--- src/hdl/sws_pkg.sv ---
// Shared types, constants and codes of the sliding-window sender.
package sws_pkg;

  localparam int WINDOW_LIMIT = 3;
  localparam int PAYLOAD_BITS = 64;
  localparam int PORT_PAYLOAD_BITS = 64;
  localparam int SEQ_BITS = 2;
  localparam int SEQ_DEPTH = 4;

  typedef logic [SEQ_BITS-1:0] seq_t;
  typedef logic [PAYLOAD_BITS-1:0] data_t;
  typedef logic [PORT_PAYLOAD_BITS-1:0] port_data_t;

  typedef enum logic [1:0] {
    CMD_SEND    = 2'd0,
    CMD_ACK     = 2'd1,
    CMD_TIMEOUT = 2'd2
  } cmd_t;

  typedef enum logic [1:0] {
    TMR_NONE    = 2'd0,
    TMR_START   = 2'd1,
    TMR_STOP    = 2'd2,
    TMR_RESTART = 2'd3
  } timer_t;

  typedef enum logic [1:0] {
    ST_IDLE,
    ST_EXEC,
    ST_READ,
    ST_OUT
  } state_t;

  typedef struct packed {
    logic  wr_en;
    seq_t  wr_addr;
    data_t wr_data;
    seq_t  rd_addr;
  } ram_req_t;

endpackage

--- src/hdl/sws_in_if.sv ---
// Input channel: commands, payloads and acknowledgements toward the sender.
interface sws_in_if;
  logic                                valid;
  logic                                ready;
  logic [1:0]                          command;
  logic [sws_pkg::PORT_PAYLOAD_BITS-1:0] payload;
  logic [1:0]                          ack_number;
  logic                                ack_checksum_ok;

  modport source (output valid, output command, output payload, output ack_number,
                  output ack_checksum_ok, input ready);
  modport sink (input valid, input command, input payload, input ack_number,
                input ack_checksum_ok, output ready);
endinterface

--- src/hdl/sws_out_if.sv ---
// Result channel: packets to transmit and timer requests from the sender.
interface sws_out_if;
  logic                                valid;
  logic                                ready;
  logic                                accepted;
  logic                                packet_valid;
  logic [1:0]                          packet_seq;
  logic [sws_pkg::PORT_PAYLOAD_BITS-1:0] packet_payload;
  logic [1:0]                          timer_action;
  logic                                last;

  modport source (output valid, output accepted, output packet_valid, output packet_seq,
                  output packet_payload, output timer_action, output last, input ready);
  modport sink (input valid, input accepted, input packet_valid, input packet_seq,
                input packet_payload, input timer_action, input last, output ready);
endinterface

--- src/hdl/sws_ram.sv ---
// Generic single-write, single-read RAM with registered read data.
module sws_ram #(
  parameter int WIDTH = 8,
  parameter int DEPTH = 4
) (
  input  logic                     clk,
  input  logic                     wr_en,
  input  logic [$clog2(DEPTH)-1:0] wr_addr,
  input  logic [WIDTH-1:0]         wr_data,
  input  logic [$clog2(DEPTH)-1:0] rd_addr,
  output logic [WIDTH-1:0]         rd_data
);

  logic [WIDTH-1:0] mem_r [DEPTH];
  logic [WIDTH-1:0] rd_data_r;

  always_ff @(posedge clk) begin
    if (wr_en) begin
      mem_r[wr_addr] <= wr_data;
    end
    rd_data_r <= mem_r[rd_addr];
  end

  assign rd_data = rd_data_r;

endmodule

--- src/hdl/sws_seq.sv ---
// Sequencer and window state of the sender; drives the payload store and the result register.
module sws_seq (
  input  logic                clk,
  input  logic                rst_n,
  sws_in_if.sink              in_ch,
  sws_out_if.source           out_ch,
  output sws_pkg::ram_req_t   ram_req,
  input  sws_pkg::data_t      ram_rd_data
);

  sws_pkg::state_t state_r, state_nxt;
  sws_pkg::seq_t   base_r, base_nxt;
  sws_pkg::seq_t   next_seq_r, next_seq_nxt;
  logic [1:0]      fill_r, fill_nxt;
  sws_pkg::seq_t   prev_ack_r, prev_ack_nxt;
  logic [1:0]      dup_r, dup_nxt;
  logic [1:0]      cnt_r, cnt_nxt;

  logic [1:0]      cmd_r;
  sws_pkg::data_t  data_r;
  sws_pkg::seq_t   ack_r;
  logic            ok_r;

  logic               o_acc_r, o_acc_nxt;
  logic               o_pv_r, o_pv_nxt;
  sws_pkg::seq_t      o_seq_r, o_seq_nxt;
  sws_pkg::port_data_t o_payload_r, o_payload_nxt;
  logic [1:0]         o_timer_r, o_timer_nxt;
  logic               o_last_r, o_last_nxt;

  sws_pkg::seq_t target;
  sws_pkg::seq_t span;
  logic [1:0]    dup_inc;
  logic [1:0]    fill_left;
  sws_pkg::seq_t cnt_seq;

  assign target    = ack_r + 2'd1;
  assign span      = target - base_r;
  assign dup_inc   = dup_r + 2'd1;
  assign fill_left = fill_r - span;
  assign cnt_seq   = base_r + cnt_r + 2'd1;

  always_ff @(posedge clk) begin
    if (!rst_n) begin
      state_r    <= sws_pkg::ST_IDLE;
      base_r     <= '0;
      next_seq_r <= '0;
      fill_r     <= '0;
      prev_ack_r <= '0;
      dup_r      <= '0;
      cnt_r      <= '0;
    end else begin
      state_r    <= state_nxt;
      base_r     <= base_nxt;
      next_seq_r <= next_seq_nxt;
      fill_r     <= fill_nxt;
      prev_ack_r <= prev_ack_nxt;
      dup_r      <= dup_nxt;
      cnt_r      <= cnt_nxt;
    end
  end

  always_ff @(posedge clk) begin
    if (in_ch.valid && in_ch.ready) begin
      cmd_r  <= in_ch.command;
      data_r <= in_ch.payload[sws_pkg::PAYLOAD_BITS-1:0];
      ack_r  <= in_ch.ack_number;
      ok_r   <= in_ch.ack_checksum_ok;
    end
    o_acc_r     <= o_acc_nxt;
    o_pv_r      <= o_pv_nxt;
    o_seq_r     <= o_seq_nxt;
    o_payload_r <= o_payload_nxt;
    o_timer_r   <= o_timer_nxt;
    o_last_r    <= o_last_nxt;
  end

  always_comb begin
    state_nxt     = state_r;
    base_nxt      = base_r;
    next_seq_nxt  = next_seq_r;
    fill_nxt      = fill_r;
    prev_ack_nxt  = prev_ack_r;
    dup_nxt       = dup_r;
    cnt_nxt       = cnt_r;
    o_acc_nxt     = o_acc_r;
    o_pv_nxt      = o_pv_r;
    o_seq_nxt     = o_seq_r;
    o_payload_nxt = o_payload_r;
    o_timer_nxt   = o_timer_r;
    o_last_nxt    = o_last_r;
    ram_req.wr_en   = 1'b0;
    ram_req.wr_addr = next_seq_r;
    ram_req.wr_data = data_r;
    ram_req.rd_addr = target;

    case (state_r)
      sws_pkg::ST_IDLE: begin
        if (in_ch.valid) begin
          state_nxt = sws_pkg::ST_EXEC;
        end
      end

      sws_pkg::ST_EXEC: begin
        // Every result starts out empty and final; the cases below fill it in.
        o_acc_nxt     = 1'b0;
        o_pv_nxt      = 1'b0;
        o_seq_nxt     = '0;
        o_payload_nxt = '0;
        o_timer_nxt   = sws_pkg::TMR_NONE;
        o_last_nxt    = 1'b1;
        state_nxt     = sws_pkg::ST_OUT;
        case (cmd_r)
          sws_pkg::CMD_SEND: begin
            if (fill_r < 2'(sws_pkg::WINDOW_LIMIT)) begin
              ram_req.wr_en = 1'b1;
              o_acc_nxt     = 1'b1;
              o_pv_nxt      = 1'b1;
              o_seq_nxt     = next_seq_r;
              o_payload_nxt[sws_pkg::PAYLOAD_BITS-1:0] = data_r;
              o_timer_nxt   = (fill_r == 2'd0) ? sws_pkg::TMR_START : sws_pkg::TMR_NONE;
              next_seq_nxt  = next_seq_r + 2'd1;
              fill_nxt      = fill_r + 2'd1;
            end
          end

          sws_pkg::CMD_ACK: begin
            if (ok_r) begin
              if (ack_r == prev_ack_r && dup_inc == 2'd3) begin
                // Third repeat of the same acknowledgement: fast retransmit.
                dup_nxt = '0;
                if (span < fill_r) begin
                  o_pv_nxt  = 1'b1;
                  o_seq_nxt = target;
                  state_nxt = sws_pkg::ST_READ;
                end
              end else begin
                if (ack_r == prev_ack_r) begin
                  dup_nxt = dup_inc;
                end else begin
                  prev_ack_nxt = ack_r;
                  dup_nxt      = '0;
                end
                if (span <= fill_r) begin
                  base_nxt    = target;
                  fill_nxt    = fill_left;
                  o_timer_nxt = (fill_left == 2'd0) ? sws_pkg::TMR_STOP
                                                    : sws_pkg::TMR_RESTART;
                end else begin
                  o_timer_nxt = (fill_r == 2'd0) ? sws_pkg::TMR_STOP
                                                 : sws_pkg::TMR_RESTART;
                end
              end
            end
          end

          sws_pkg::CMD_TIMEOUT: begin
            o_timer_nxt = sws_pkg::TMR_RESTART;
            if (fill_r != 2'd0) begin
              cnt_nxt         = '0;
              ram_req.rd_addr = base_r;
              o_pv_nxt        = 1'b1;
              o_seq_nxt       = base_r;
              o_last_nxt      = (fill_r == 2'd1);
              state_nxt       = sws_pkg::ST_READ;
            end
          end

          default: begin
          end
        endcase
      end

      sws_pkg::ST_READ: begin
        o_payload_nxt = '0;
        o_payload_nxt[sws_pkg::PAYLOAD_BITS-1:0] = ram_rd_data;
        state_nxt = sws_pkg::ST_OUT;
      end

      sws_pkg::ST_OUT: begin
        if (out_ch.ready) begin
          if (o_last_r) begin
            state_nxt = sws_pkg::ST_IDLE;
          end else begin
            // Next buffered packet of a timeout resend, oldest first.
            cnt_nxt         = cnt_r + 2'd1;
            ram_req.rd_addr = cnt_seq;
            o_seq_nxt       = cnt_seq;
            o_timer_nxt     = sws_pkg::TMR_NONE;
            o_last_nxt      = ({1'b0, cnt_r} + 3'd2 == {1'b0, fill_r});
            state_nxt       = sws_pkg::ST_READ;
          end
        end
      end

      default: begin
        state_nxt = sws_pkg::ST_IDLE;
      end
    endcase
  end

  assign in_ch.ready           = (state_r == sws_pkg::ST_IDLE);
  assign out_ch.valid          = (state_r == sws_pkg::ST_OUT);
  assign out_ch.accepted       = o_acc_r;
  assign out_ch.packet_valid   = o_pv_r;
  assign out_ch.packet_seq     = o_seq_r;
  assign out_ch.packet_payload = o_payload_r;
  assign out_ch.timer_action   = o_timer_r;
  assign out_ch.last           = o_last_r;

endmodule

--- src/hdl/sliding_window_sender_fast_retx.sv ---
// Top level of the go-back-N sender with fast retransmit.
//
//   channel   direction  handshake        word
//   in_ch     sink       valid / ready    command, payload, ack_number, ack_checksum_ok
//   out_ch    source     valid / ready    accepted, packet_valid, packet_seq,
//                                         packet_payload, timer_action, last
//
// A word without a packet read passes through accept, execute and present; a fast
// retransmit and each buffered packet of a timeout resend add a read of the
// payload store, which has one read port. The block takes one word at a time.
// Reset is synchronous and clears the window state; the payload store is not cleared.
// While a result waits for out_ch.ready, the block holds it and takes no new word.
module sliding_window_sender_fast_retx (
  input  logic       clk,
  input  logic       rst_n,
  sws_in_if.sink     in_ch,
  sws_out_if.source  out_ch
);

  sws_pkg::ram_req_t ram_req;
  sws_pkg::data_t    ram_rd_data;

  sws_seq u_seq (
    .clk         (clk),
    .rst_n       (rst_n),
    .in_ch       (in_ch),
    .out_ch      (out_ch),
    .ram_req     (ram_req),
    .ram_rd_data (ram_rd_data)
  );

  sws_ram #(
    .WIDTH (sws_pkg::PAYLOAD_BITS),
    .DEPTH (sws_pkg::SEQ_DEPTH)
  ) u_store (
    .clk     (clk),
    .wr_en   (ram_req.wr_en),
    .wr_addr (ram_req.wr_addr),
    .wr_data (ram_req.wr_data),
    .rd_addr (ram_req.rd_addr),
    .rd_data (ram_rd_data)
  );

  a_busy_after_accept: assert property (@(posedge clk) disable iff (!rst_n)
    in_ch.valid && in_ch.ready |=> !in_ch.ready)
    else $error("input taken again right after a word was accepted");

  a_hold_until_last: assert property (@(posedge clk) disable iff (!rst_n)
    out_ch.valid && out_ch.ready && !out_ch.last |=> !in_ch.ready)
    else $error("input taken before the last result was delivered");

  a_no_write_with_result: assert property (@(posedge clk) disable iff (!rst_n)
    ram_req.wr_en |-> !out_ch.valid && !in_ch.ready)
    else $error("payload store written outside the execute step");

  a_empty_result: assert property (@(posedge clk) disable iff (!rst_n)
    out_ch.valid && !out_ch.packet_valid |-> out_ch.packet_seq == 2'd0 &&
      out_ch.packet_payload == '0)
    else $error("result without a packet carries packet data");

  a_accept_has_packet: assert property (@(posedge clk) disable iff (!rst_n)
    out_ch.valid && out_ch.accepted |-> out_ch.packet_valid && out_ch.last)
    else $error("accepted send without its packet");

endmodule
--- src/flat_wrapper.sv ---
// flat-port wrapper written by rule: the top's interface ports become plain ports
module sliding_window_sender_fast_retx_flat 
  (clk, rst_n, in_ch_valid, in_ch_command, in_ch_payload, in_ch_ack_number, in_ch_ack_checksum_ok, in_ch_ready, out_ch_valid, out_ch_accepted, out_ch_packet_valid, out_ch_packet_seq, out_ch_packet_payload, out_ch_timer_action, out_ch_last, out_ch_ready);
  sws_in_if in_ch_i ();
  sws_out_if out_ch_i ();
  input  logic clk;
  input  logic rst_n;
  input wire logic [$bits(in_ch_i.valid)-1:0] in_ch_valid;
  input wire logic [$bits(in_ch_i.command)-1:0] in_ch_command;
  input wire logic [$bits(in_ch_i.payload)-1:0] in_ch_payload;
  input wire logic [$bits(in_ch_i.ack_number)-1:0] in_ch_ack_number;
  input wire logic [$bits(in_ch_i.ack_checksum_ok)-1:0] in_ch_ack_checksum_ok;
  output wire logic [$bits(in_ch_i.ready)-1:0] in_ch_ready;
  output wire logic [$bits(out_ch_i.valid)-1:0] out_ch_valid;
  output wire logic [$bits(out_ch_i.accepted)-1:0] out_ch_accepted;
  output wire logic [$bits(out_ch_i.packet_valid)-1:0] out_ch_packet_valid;
  output wire logic [$bits(out_ch_i.packet_seq)-1:0] out_ch_packet_seq;
  output wire logic [$bits(out_ch_i.packet_payload)-1:0] out_ch_packet_payload;
  output wire logic [$bits(out_ch_i.timer_action)-1:0] out_ch_timer_action;
  output wire logic [$bits(out_ch_i.last)-1:0] out_ch_last;
  input wire logic [$bits(out_ch_i.ready)-1:0] out_ch_ready;
  assign in_ch_i.valid = in_ch_valid;
  assign in_ch_i.command = in_ch_command;
  assign in_ch_i.payload = in_ch_payload;
  assign in_ch_i.ack_number = in_ch_ack_number;
  assign in_ch_i.ack_checksum_ok = in_ch_ack_checksum_ok;
  assign in_ch_ready = in_ch_i.ready;
  assign out_ch_valid = out_ch_i.valid;
  assign out_ch_accepted = out_ch_i.accepted;
  assign out_ch_packet_valid = out_ch_i.packet_valid;
  assign out_ch_packet_seq = out_ch_i.packet_seq;
  assign out_ch_packet_payload = out_ch_i.packet_payload;
  assign out_ch_timer_action = out_ch_i.timer_action;
  assign out_ch_last = out_ch_i.last;
  assign out_ch_i.ready = out_ch_ready;
  sliding_window_sender_fast_retx u_core (.clk(clk), .rst_n(rst_n), .in_ch(in_ch_i), .out_ch(out_ch_i));
endmodule
--- config.mk ---
export PLATFORM = sky130hd
export DESIGN_NAME = sliding_window_sender_fast_retx_flat
export DESIGN_NICKNAME = d
export VERILOG_FILES = /design/src/hdl/sws_pkg.sv /design/src/hdl/sws_in_if.sv /design/src/hdl/sws_out_if.sv /design/src/hdl/sws_ram.sv /design/src/hdl/sws_seq.sv /design/src/hdl/sliding_window_sender_fast_retx.sv /design/src/flat_wrapper.sv
export SDC_FILE = /design/constraint.sdc
export NUM_CORES = 1
export LEC_CHECK = 0
export ABC_AREA = 1
export BUFFER_PORTS_ARGS = -buffer_cell sky130_fd_sc_hd__clkbuf_2
export CORE_MARGIN = 3
export CORE_UTILIZATION = 50
export CTS_BUF_LIST = sky130_fd_sc_hd__clkbuf_4 sky130_fd_sc_hd__clkbuf_8
export DETAILED_ROUTE_END_ITERATION = 6
export GPL_TIMING_DRIVEN = 0
export PLACE_DENSITY = 0.78
export SYNTH_ARGS = -nofsm -noshare
export SYNTH_HDL_FRONTEND = slang
export SYNTH_SLANG_ARGS = --single-unit
--- constraint.sdc ---
create_clock -name clk -period 4.72 [get_ports clk]
set_clock_uncertainty 0.2 [all_clocks]
set_input_delay 0.708 -clock clk [delete_from_list [all_inputs] [get_ports clk]]
set_output_delay 0.708 -clock clk [all_outputs]
set_load 0.02 [all_outputs]
==> results of run 1 <==
==> synth_stat cells, drive strengths merged <==
cell type	number	share of area [%]
a21boi	1	0.042
nor2	18	0.45
nand4	5	0.17
edfxtp	396	66
mux2	1	0.063
dfxtp	78	8.7
o21a	1	0.042
clkbuf	13	0.28
inv	49	1.0
xnor2	2	0.098
o22ai	2	0.070
or2	3	0.10
o21ai	10	0.28
nor3	3	0.084
buf	51	1.9
nand3	76	2.2
a31oi	1	0.035
nand2	749	16
a21oi	21	0.61
o21bai	1	0.042
fa	1	0.11
a211oi	3	0.13
ha	21	1.5
a2bb2oi	1	0.049
xor2	1	0.049
==> sequential cells by signal, summed over array words and instances, names as in the netlist, 64 cells and up <==
register and flops:
u_core.u_seq.data_r 64, u_core.u_seq.out_ch.packet_payload 64, u_core.u_store.rd_data 64, u_core.u_store.mem_r 256
==> cells by family after synthesis <==
group	Yosys count	synth area share (%)
simple gates	854	18.7
flops	474	75.0
buf+inv	113	3.19
compound gates	41	1.29
fa+ha+maj	22	1.58
xor+xnor	3	0.147
mux	1	0.0628
==> layer usage <==
metal  wire length (um)  up-vias
met5                  0        -
met2              19400      478
li1                   -     5502
met1              16300     5424
met3               2940       92
met4               1250        0
==> cells in the final DEF (no fill, tap or decap), drive strengths merged, types with 10 or more instances in the layout <==
cell    count
ha         21
inv        52
edfxtp    396
clkbuf    269
o21ai      10
nand2     749
dfxtp      78
clkinv     18
nor2       18
nand3      76
buf        60
a21oi      21
==> critical path, cell delays in order (launching register included) <==
cell and delay [ns]:
edfxtp_1 0.45, inv_1 0.11, ha_1 0.20, inv_1 0.06, nor2_2 0.18, inv_1 0.11, nor2_1 0.10, inv_1 0.22
nor2_4 0.76, buf_16 0.25, buf_12 0.21
==> stage by stage <==
step | cell area (sq um) | std cells
floorplan | 17900 | 1508
global placement | 19200 | 2108
detailed placement | 19500 | 2117
CTS | 21000 | 2254
global route | 21000 | 2254
finish | 21000 | 2254
==> area by class of cell <==
cell class                 count  area [sq um]  share of cell area, %
clock buffer                 111          1350                   6.40
buffer                        64           388                   1.84
sequential                   474         13500                   63.9
multi-input combinational    921          3950                   18.8
inverter                      49           186                  0.886
tap                          455           569                   2.71
timing repair buffer         154           936                   4.45
clock inverter                26           215                   1.02
==> worst paths after layout <==
check                                           end  depth (start not counted)  slack (ns)                  startpoint
max                     u_core.u_store.mem_r[1][34]                         10        1.51       u_core.u_seq.cmd_r[0]
min reg2reg  u_core.u_seq.out_ch.packet_payload[45]                          2        0.29  u_core.u_store.rd_data[45]
max reg2reg             u_core.u_store.mem_r[1][34]                         10        1.51       u_core.u_seq.cmd_r[0]
min                         u_core.u_seq.data_r[23]                          1        0.08           in_ch_payload[23]
==> power groups by stage <==
stage / logic, uW / registers [uW] / clock network, uW
final: 3100 / 5960 / 3580
after global placement: 2960 / 6060 / 0
after detailed placement: 3110 / 6040 / 0
after CTS: 3130 / 5960 / 3640
after floorplan: 1650 / 6320 / 0
after global routing: 3460 / 6030 / 3840
==> flow_summary.toml, run 1 <==
[place]
place_hpwl_um = 25300
gp_congestion = 0.877
place_ws_ns = 1.54
io_buffers = 145

[sta]
timing.hold.ws_ns = 0.0773
finalCritPeriodShare_pct = 68.0
worst_slack_ns = 1.51
tightest_slew_ns = 0.930
hold_violations = 0
rsz0062_at_grt = "no"
final-setup-viol-count = 0
finalSetupTns_ns = 0
slew_headroom_pct = 38.0
max_freq_mhz = 312
period_needed_ns = 3.21
maxSlewViolCount = 0

[floorplanning]
rows = 68
initial_utilization_pct = 51.3
core-area_sq_mm = 0.0350
die_w_um = 195
die_h_um = 195
dieArea_sq_mm = 0.0382
boundaryPins = 146

[pwr]
p_int_uw = 8500
p_leak_uw = 0.00887
power_frac_seq_pct = 47.1
switchingPower_uw = 4140
ir_worst_vdd_v = 0.000381
pwr-share-comb_pct = 24.6
power_frac_clock_pct = 28.3
power_uw = 12600
switching_share_pct = 32.8
powerDensity_mw_per_mm2 = 601

[logic_synthesis]
ys_types = 35
synthCells = 1508
yosysSeqAreaShare_pct = 75.0
ys_warn_count = 0
ys_ff_latch = 474
syn_avg_cell_area_sq_um = 11.9
syn_area_sq_mm = 0.0179
synth_nets = 1603

[clock_tree]
clkTransAtPathRegs_ns = 0.06
ctsResizeCount = 0
clockRootBuffer = "clkbuf_8"
cts.sinks = 474
max-clock-path-buffers = 3
htree_levels = 3
cts_tree = "done"
post-cts-setup-buffer-count = 0
cts_buffers = 74
holdBufCountCts = 0
clk_latency_ns = 0.60

[worst_hold_path]
hold_path.class = "input port to flip-flop"

[layout]
fin_util_pct = 60.2
drive_gt1_share_pct = 19.2
diodes = 0
syn_to_final_growth_pct = 17.4
num-nets-final = 1833
fillCellCount = 2610

[drt]
drt.antenna.violating_nets = 0
wl_per_cell_um = 17.7
vias = 11500
drt_iter0_markers = 960
detail_route.vias_per_cell = 5.10
first_pass_iters = 5
wirelength_um = 39900
drc_errors = 0

[global_routing]
antenna_found_initial = 0
top_usage_layer = "met2"
grt_pass1_vias = 11700
grt_util_met1_pct = 27.1
use_met2_pct = 34.7
grt_use_total_pct = 20.9
grt_pass1_wl_um = 62200
grt_overflow = 0
use_met3_pct = 4.43
grt_max_degree = 65

[setup_path]
path_class = "flip-flop to flip-flop"
path_max_fanout = 25
cp-end-kind = "flip-flop"
critPathLaunchType = "flip-flop"
critPathRequiredTime_ns = 4.79
critical_path_arrival_ns = 3.28

[run]
drv_cap = 0

[status]
outcome = "completed"
Power figures use the tool's default switching activity.
==> inputs of run 2 (changes only) <==
==> constraint.sdc (replaced) <==
create_clock -name clk -period 2.65 [get_ports clk]
set_clock_uncertainty 0.2 [all_clocks]
set_input_delay 0.3975 -clock clk [delete_from_list [all_inputs] [get_ports clk]]
set_output_delay 0.3975 -clock clk [all_outputs]
set_load 0.02 [all_outputs]
==> flow_summary.toml, run 2 (synthesized netlist as in run 1, its figures left out) <==
[sta]
finalSetupTns_ns = 0
maxSlewViolCount = 0
slew_headroom_pct = 37.1
tightest_slew_ns = 0.943
max_freq_mhz = 392
final-setup-viol-count = 0
period_needed_ns = 2.55
finalCritPeriodShare_pct = 96.2
hold_violations = 0

[drt]
vias = 12000
drc_errors = 0
top_layer = "met4"
wirelength_um = 41700
wl_met2_um = 20600
met3_length_um = 3180
drt-met1-wl_um = 16900
wl_per_cell_um = 17.8
detail_route.vias_per_cell = 5.11
drt_iter0_markers = 940
drt.antenna.violating_nets = 0
first_pass_iters = 5

[layout]
fin_util_pct = 62.9
num-nets-final = 1920
drive_gt1_share_pct = 20.1
final_cell_mix = "nand2_1, edfxtp_1, clkbuf_2, clkbuf_8, dfxtp_1"
regMostFlops = "u_core.u_store.mem_r"
multi_input_area_sq_mm = 0.00403
seq_area_sq_mm = 0.0135
instances_no_fill = 2342
syn_to_final_growth_pct = 22.7
mostFrequentLayoutCell = "nand2_1"
fillCellCount = 2543
diodes = 0
largest_reg_flops = 256

[place]
place_hpwl_um = 25300
gp_congestion = 0.833
dp_cells = 2117
io_buffers = 145

[floorplanning]
core-area_sq_mm = 0.0350
die_h_um = 195
die_w_um = 195
boundaryPins = 146
rows = 68
dieArea_sq_mm = 0.0382
initial_utilization_pct = 51.3

[pwr]
power_uw = 23000
p_leak_uw = 0.00927
powerDensity_mw_per_mm2 = 1040
ir_worst_vdd_v = 0.000653

[clock_tree]
clk_latency_ns = 0.61
max-clock-path-buffers = 3
cts_tree = "done"
cts_buffers = 75
clockRootBuffer = "clkbuf_8"
clkTransAtPathRegs_ns = 0.06
cts.sinks = 474
htree_levels = 3

[setup_path]
cp-startpoint = "u_core.u_seq.fill_r[1]"
reg2reg_slack_ns = 0.10
critical_path_arrival_ns = 2.87
reg2regPathDepth = 13
reg2reg_from = "u_core.u_seq.fill_r[1]"
cp-end-kind = "flip-flop"
critPathRequiredTime_ns = 2.97
path_max_fanout = 10
cp-endpoint = "u_core.u_store.rd_data[30]"
critPathLaunchType = "flip-flop"
path_class = "flip-flop to flip-flop"
r2r_end = "u_core.u_store.rd_data[30]"

[global_routing]
grt_pass1_vias = 12100
grt_max_degree = 65
grt_pass1_wl_um = 64300
grt_use_total_pct = 21.6
grt_overflow = 0
antenna_found_initial = 0

[status]
outcome = "completed"

[worst_hold_path]
hold_depth = 5
hold_path.class = "input port to flip-flop"

[run]
drv_cap = 0
-- run 2: changes by cell type in the layout (fill, tap and decap cells not counted), sizes merged --
cell         change
clkinv           -5
inv              -1
nor2             +4
buf              +2
dlygate4sd3     +71
clkbuf          +17
-- run 2: metrics by stage --
| stage | instance area [sq um] | hold slack, ns | setup slack [ns] |
|---|---|---|---|
| CTS | 21900 | 0.0755 | 0.00410 |
| global placement | 19300 | 0.268 | -0.862 |
| floorplan | 18000 | 0.254 | -0.0506 |
| detailed placement | 19500 | 0.285 | -0.331 |
| finish | 22000 | 0.108 | 0.102 |
| global route | 22000 | 0.119 | -0.0000617 |
-- run 2: per-layer routing --
| metal | vias up | track usage [%] |
|---|---|---|
| li1 | 5686 | - |
| met1 | 5700 | 27.5 |
| met2 | 509 | 36.7 |
| met3 | 77 | 4.54 |
| met4 | 0 | 8.56 |
| met5 | - | 0 |
-- run 2: worst min-delay path by stage --
| stage | startpoint | end | slack, ns |
|---|---|---|---|
| finish | in_ch_valid | u_core.u_seq.state_r[0] | 0.11 |
| global route | in_ch_valid | u_core.u_seq.state_r[1] | 0.12 |
| CTS | in_ch_valid | u_core.u_seq.state_r[0] | 0.08 |
| detailed placement | u_core.u_store.rd_data[38] | u_core.u_seq.out_ch.packet_payload[38] | 0.28 |
| global placement | u_core.u_seq.dup_r[0] | u_core.u_seq.dup_r[0] | 0.27 |
| floorplan | u_core.u_seq.dup_r[0] | u_core.u_seq.dup_r[0] | 0.25 |
-- run 2: timing repair --
item	in CTS	in global routing
resized for setup	4	24
setup buffers	5	6
cloned	4	0
hold buffers	71	0
endpoints found under the setup margin	175	146
pin swaps	4	1
endpoints found under the hold margin	73	0
-- run 2: final cells by class --
cell class | count | area share [%]
Clock inverter | 20 | 0.836
Timing Repair Buffer | 236 | 7.83
Sequential cell | 474 | 61.2
Buffer | 64 | 1.91
Tap cell | 455 | 2.59
Inverter | 49 | 0.876
Clock buffer | 119 | 6.48
Multi-Input combinational cell | 925 | 18.3
-- run 2: critical path, cell delays in order (launching register included) --
cell and delay, ns:
dfxtp_1 0.45, inv_1 0.16, ha_1 0.24, inv_1 0.06
nand2_1 0.15, nand2_1 0.15, nand3_4 0.12, a21oi_2 0.16
buf_4 0.23, buf_2 0.27, nand2_1 0.09, nand2_1 0.06
nand2_1 0.05, nand2_1 0.09
-- run 2: report_power, final --
part | total (uW) | internal (uW) | switching [uW]
Combinational | 5800 | 1750 | 4050
Clock | 6520 | 3730 | 2790
Sequential | 10600 | 9970 | 667
==> inputs of run 3 (changes only) <==
--- a/config.mk
+++ b/config.mk
@@ -7,12 +7,14 @@
 export LEC_CHECK = 0
 export ABC_AREA = 1
 export BUFFER_PORTS_ARGS = -buffer_cell sky130_fd_sc_hd__clkbuf_2
+export CORE_ASPECT_RATIO = 1.4
 export CORE_MARGIN = 3
 export CORE_UTILIZATION = 50
 export CTS_BUF_LIST = sky130_fd_sc_hd__clkbuf_4 sky130_fd_sc_hd__clkbuf_8
 export DETAILED_ROUTE_END_ITERATION = 6
 export GPL_TIMING_DRIVEN = 0
 export PLACE_DENSITY = 0.78
+export SKIP_CTS_REPAIR_TIMING = 1
 export SYNTH_ARGS = -nofsm -noshare
 export SYNTH_HDL_FRONTEND = slang
 export SYNTH_SLANG_ARGS = --single-unit
==> flow_summary.toml, run 3 (synthesized netlist as in run 1, its figures left out) <==
[status]
outcome = "completed"

[clock_tree]
cts_tree = "done"
clk_latency_ns = 0.63
clkTransAtPathRegs_ns = 0.07
htree_levels = 3
max-clock-path-buffers = 3
cts.sinks = 474
clockRootBuffer = "clkbuf_8"
cts_buffers = 70

[place]
dp_cells = 2119
place_hpwl_um = 26300
io_buffers = 145
gp_congestion = 0.871
place_ws_ns = -0.201

[drt]
detail_route.vias_per_cell = 5.16
first_pass_iters = 5
wl_per_cell_um = 18.2
drt.antenna.violating_nets = 0
drc_errors = 0
wirelength_um = 42500
drt_iter0_markers = 1117
vias = 12100

[setup_path]
cp-end-kind = "flip-flop"
r2r_end = "u_core.u_seq.out_ch.timer_action[0]"
reg2regPathDepth = 10
critical_path_arrival_ns = 2.75
reg2reg_slack_ns = 0.08
path_max_fanout = 4
critPathRequiredTime_ns = 2.83
path_class = "flip-flop to flip-flop"
reg2reg_from = "u_core.u_seq.ack_r[0]"
critPathLaunchType = "flip-flop"

[pwr]
ir_worst_vdd_v = 0.00152
powerDensity_mw_per_mm2 = 1030
p_leak_uw = 0.00924

[worst_hold_path]
hold_end = "u_core.u_seq.state_r[1]"
hp-start = "in_ch_valid"
hold_path.class = "input port to flip-flop"
hold_depth = 4

[floorplanning]
boundaryPins = 146
die_h_um = 230
die_w_um = 166
rows = 81
core-area_sq_mm = 0.0352
dieArea_sq_mm = 0.0382
initial_utilization_pct = 51.0

[run]
drv_cap = 0

[layout]
mostFrequentLayoutCell = "nand2_1"
instances_no_fill = 2335
drive_gt1_share_pct = 19.8
syn_to_final_growth_pct = 22.5
fin_util_pct = 62.5
num-nets-final = 1916
largest_reg_flops = 256
regMostFlops = "u_core.u_store.mem_r"
final_cell_mix = "nand2_1, edfxtp_1, clkbuf_2, clkbuf_8, dfxtp_1"

[sta]
hold_violations = 0
tightest_slew_ns = 0.959
slew_headroom_pct = 36.1
final-setup-viol-count = 0
max_freq_mhz = 390
maxSlewViolCount = 0
period_needed_ns = 2.57
worst_slack_ns = 0.0837
finalCritPeriodShare_pct = 96.8

[global_routing]
grt_overflow = 0
grt_use_total_pct = 21.3
grt_max_degree = 65
antenna_found_initial = 0
grt_pass1_wl_um = 63500
grt_pass1_vias = 12000
==> run 3: cell types whose count changed in the layout (fill, tap and decap cells not counted), sizes merged <==
cell | previous run | this run
diode | 0 | 1
clkinvlp | 2 | 4
inv | 51 | 49
clkbuf | 286 | 281
buf | 62 | 60
clkinv | 13 | 15
nor2 | 22 | 18
==> run 3: critical path: stages, from the launching register on <==
cell	delay [ns]
edfxtp_1	0.48
ha_2	0.25
xnor2_2	0.14
xnor2_1	0.18
inv_1	0.10
fa_2	0.39
or2_4	0.27
o21ai_0	0.07
o21ai_1	0.08
nand3_1	0.10
a21oi_2	0.08
==> run 3: report_power, final <==
group          internal (uW)  total, uW  switching [uW]
sequential              9960      10600             643
clock                   3490       6240            2750
combinational           1770       5880            4110
total                  15200      22700            7500
==> run 3: final cells by class <==
type                    instances  area [sq um]
inverters                      49           190
flip-flops and latches        474         13500
repair buffers                241          1800
well taps                     456           571
fillers                      2560         13200
multi-input cells             921          4000
clock inverters                22           188
clock buffers                 107          1320
plain buffers                  64           433
diodes                          1          2.50
==> run 3: layer usage <==
| layer | vias up | wire [um] | global-route usage (%) |
|---|---|---|---|
| li1 | 5661 | - | - |
| met1 | 5778 | 16100 | 25.5 |
| met2 | 522 | 22000 | 37.2 |
| met3 | 92 | 2970 | 4.01 |
| met4 | 0 | 1480 | 10.0 |
| met5 | - | 0 | 0 |
==> run 3: how the worst max path moves through the flow <==
stage / from / cells past startpoint / slack, ns / end
final: u_core.u_seq.ack_r[0] / 10 / 0.08 / u_core.u_seq.out_ch.timer_action[0]
after global routing: u_core.u_seq.ack_r[0] / 12 / -0.05 / u_core.u_seq.out_ch.packet_seq[0]
after CTS: u_core.u_seq.cmd_r[1] / 8 / -0.21 / u_core.u_seq.out_ch.packet_payload[22]
after detailed placement: u_core.u_seq.cmd_r[1] / 8 / -0.20 / u_core.u_seq.out_ch.packet_payload[16]
after global placement: u_core.u_seq.cmd_r[1] / 8 / -0.86 / u_core.u_store.mem_r[2][40]
after floorplan: u_core.u_seq.cmd_r[1] / 8 / -0.05 / u_core.u_store.mem_r[0][0]
==> run 3: per-stage QoR <==
step	cell area [sq um]	setup TNS, ns	hold WS [ns]	total power (uW)
after floorplan	18000	-8.82	0.254	14200
after global placement	19300	-308.08	0.267	15900
after detailed placement	19500	-6.78	0.286	16400
after CTS	21000	-7.00	-0.290	22600
after global routing	22000	-0.129	0.127	23900
final	22000	0	0.0376	22700
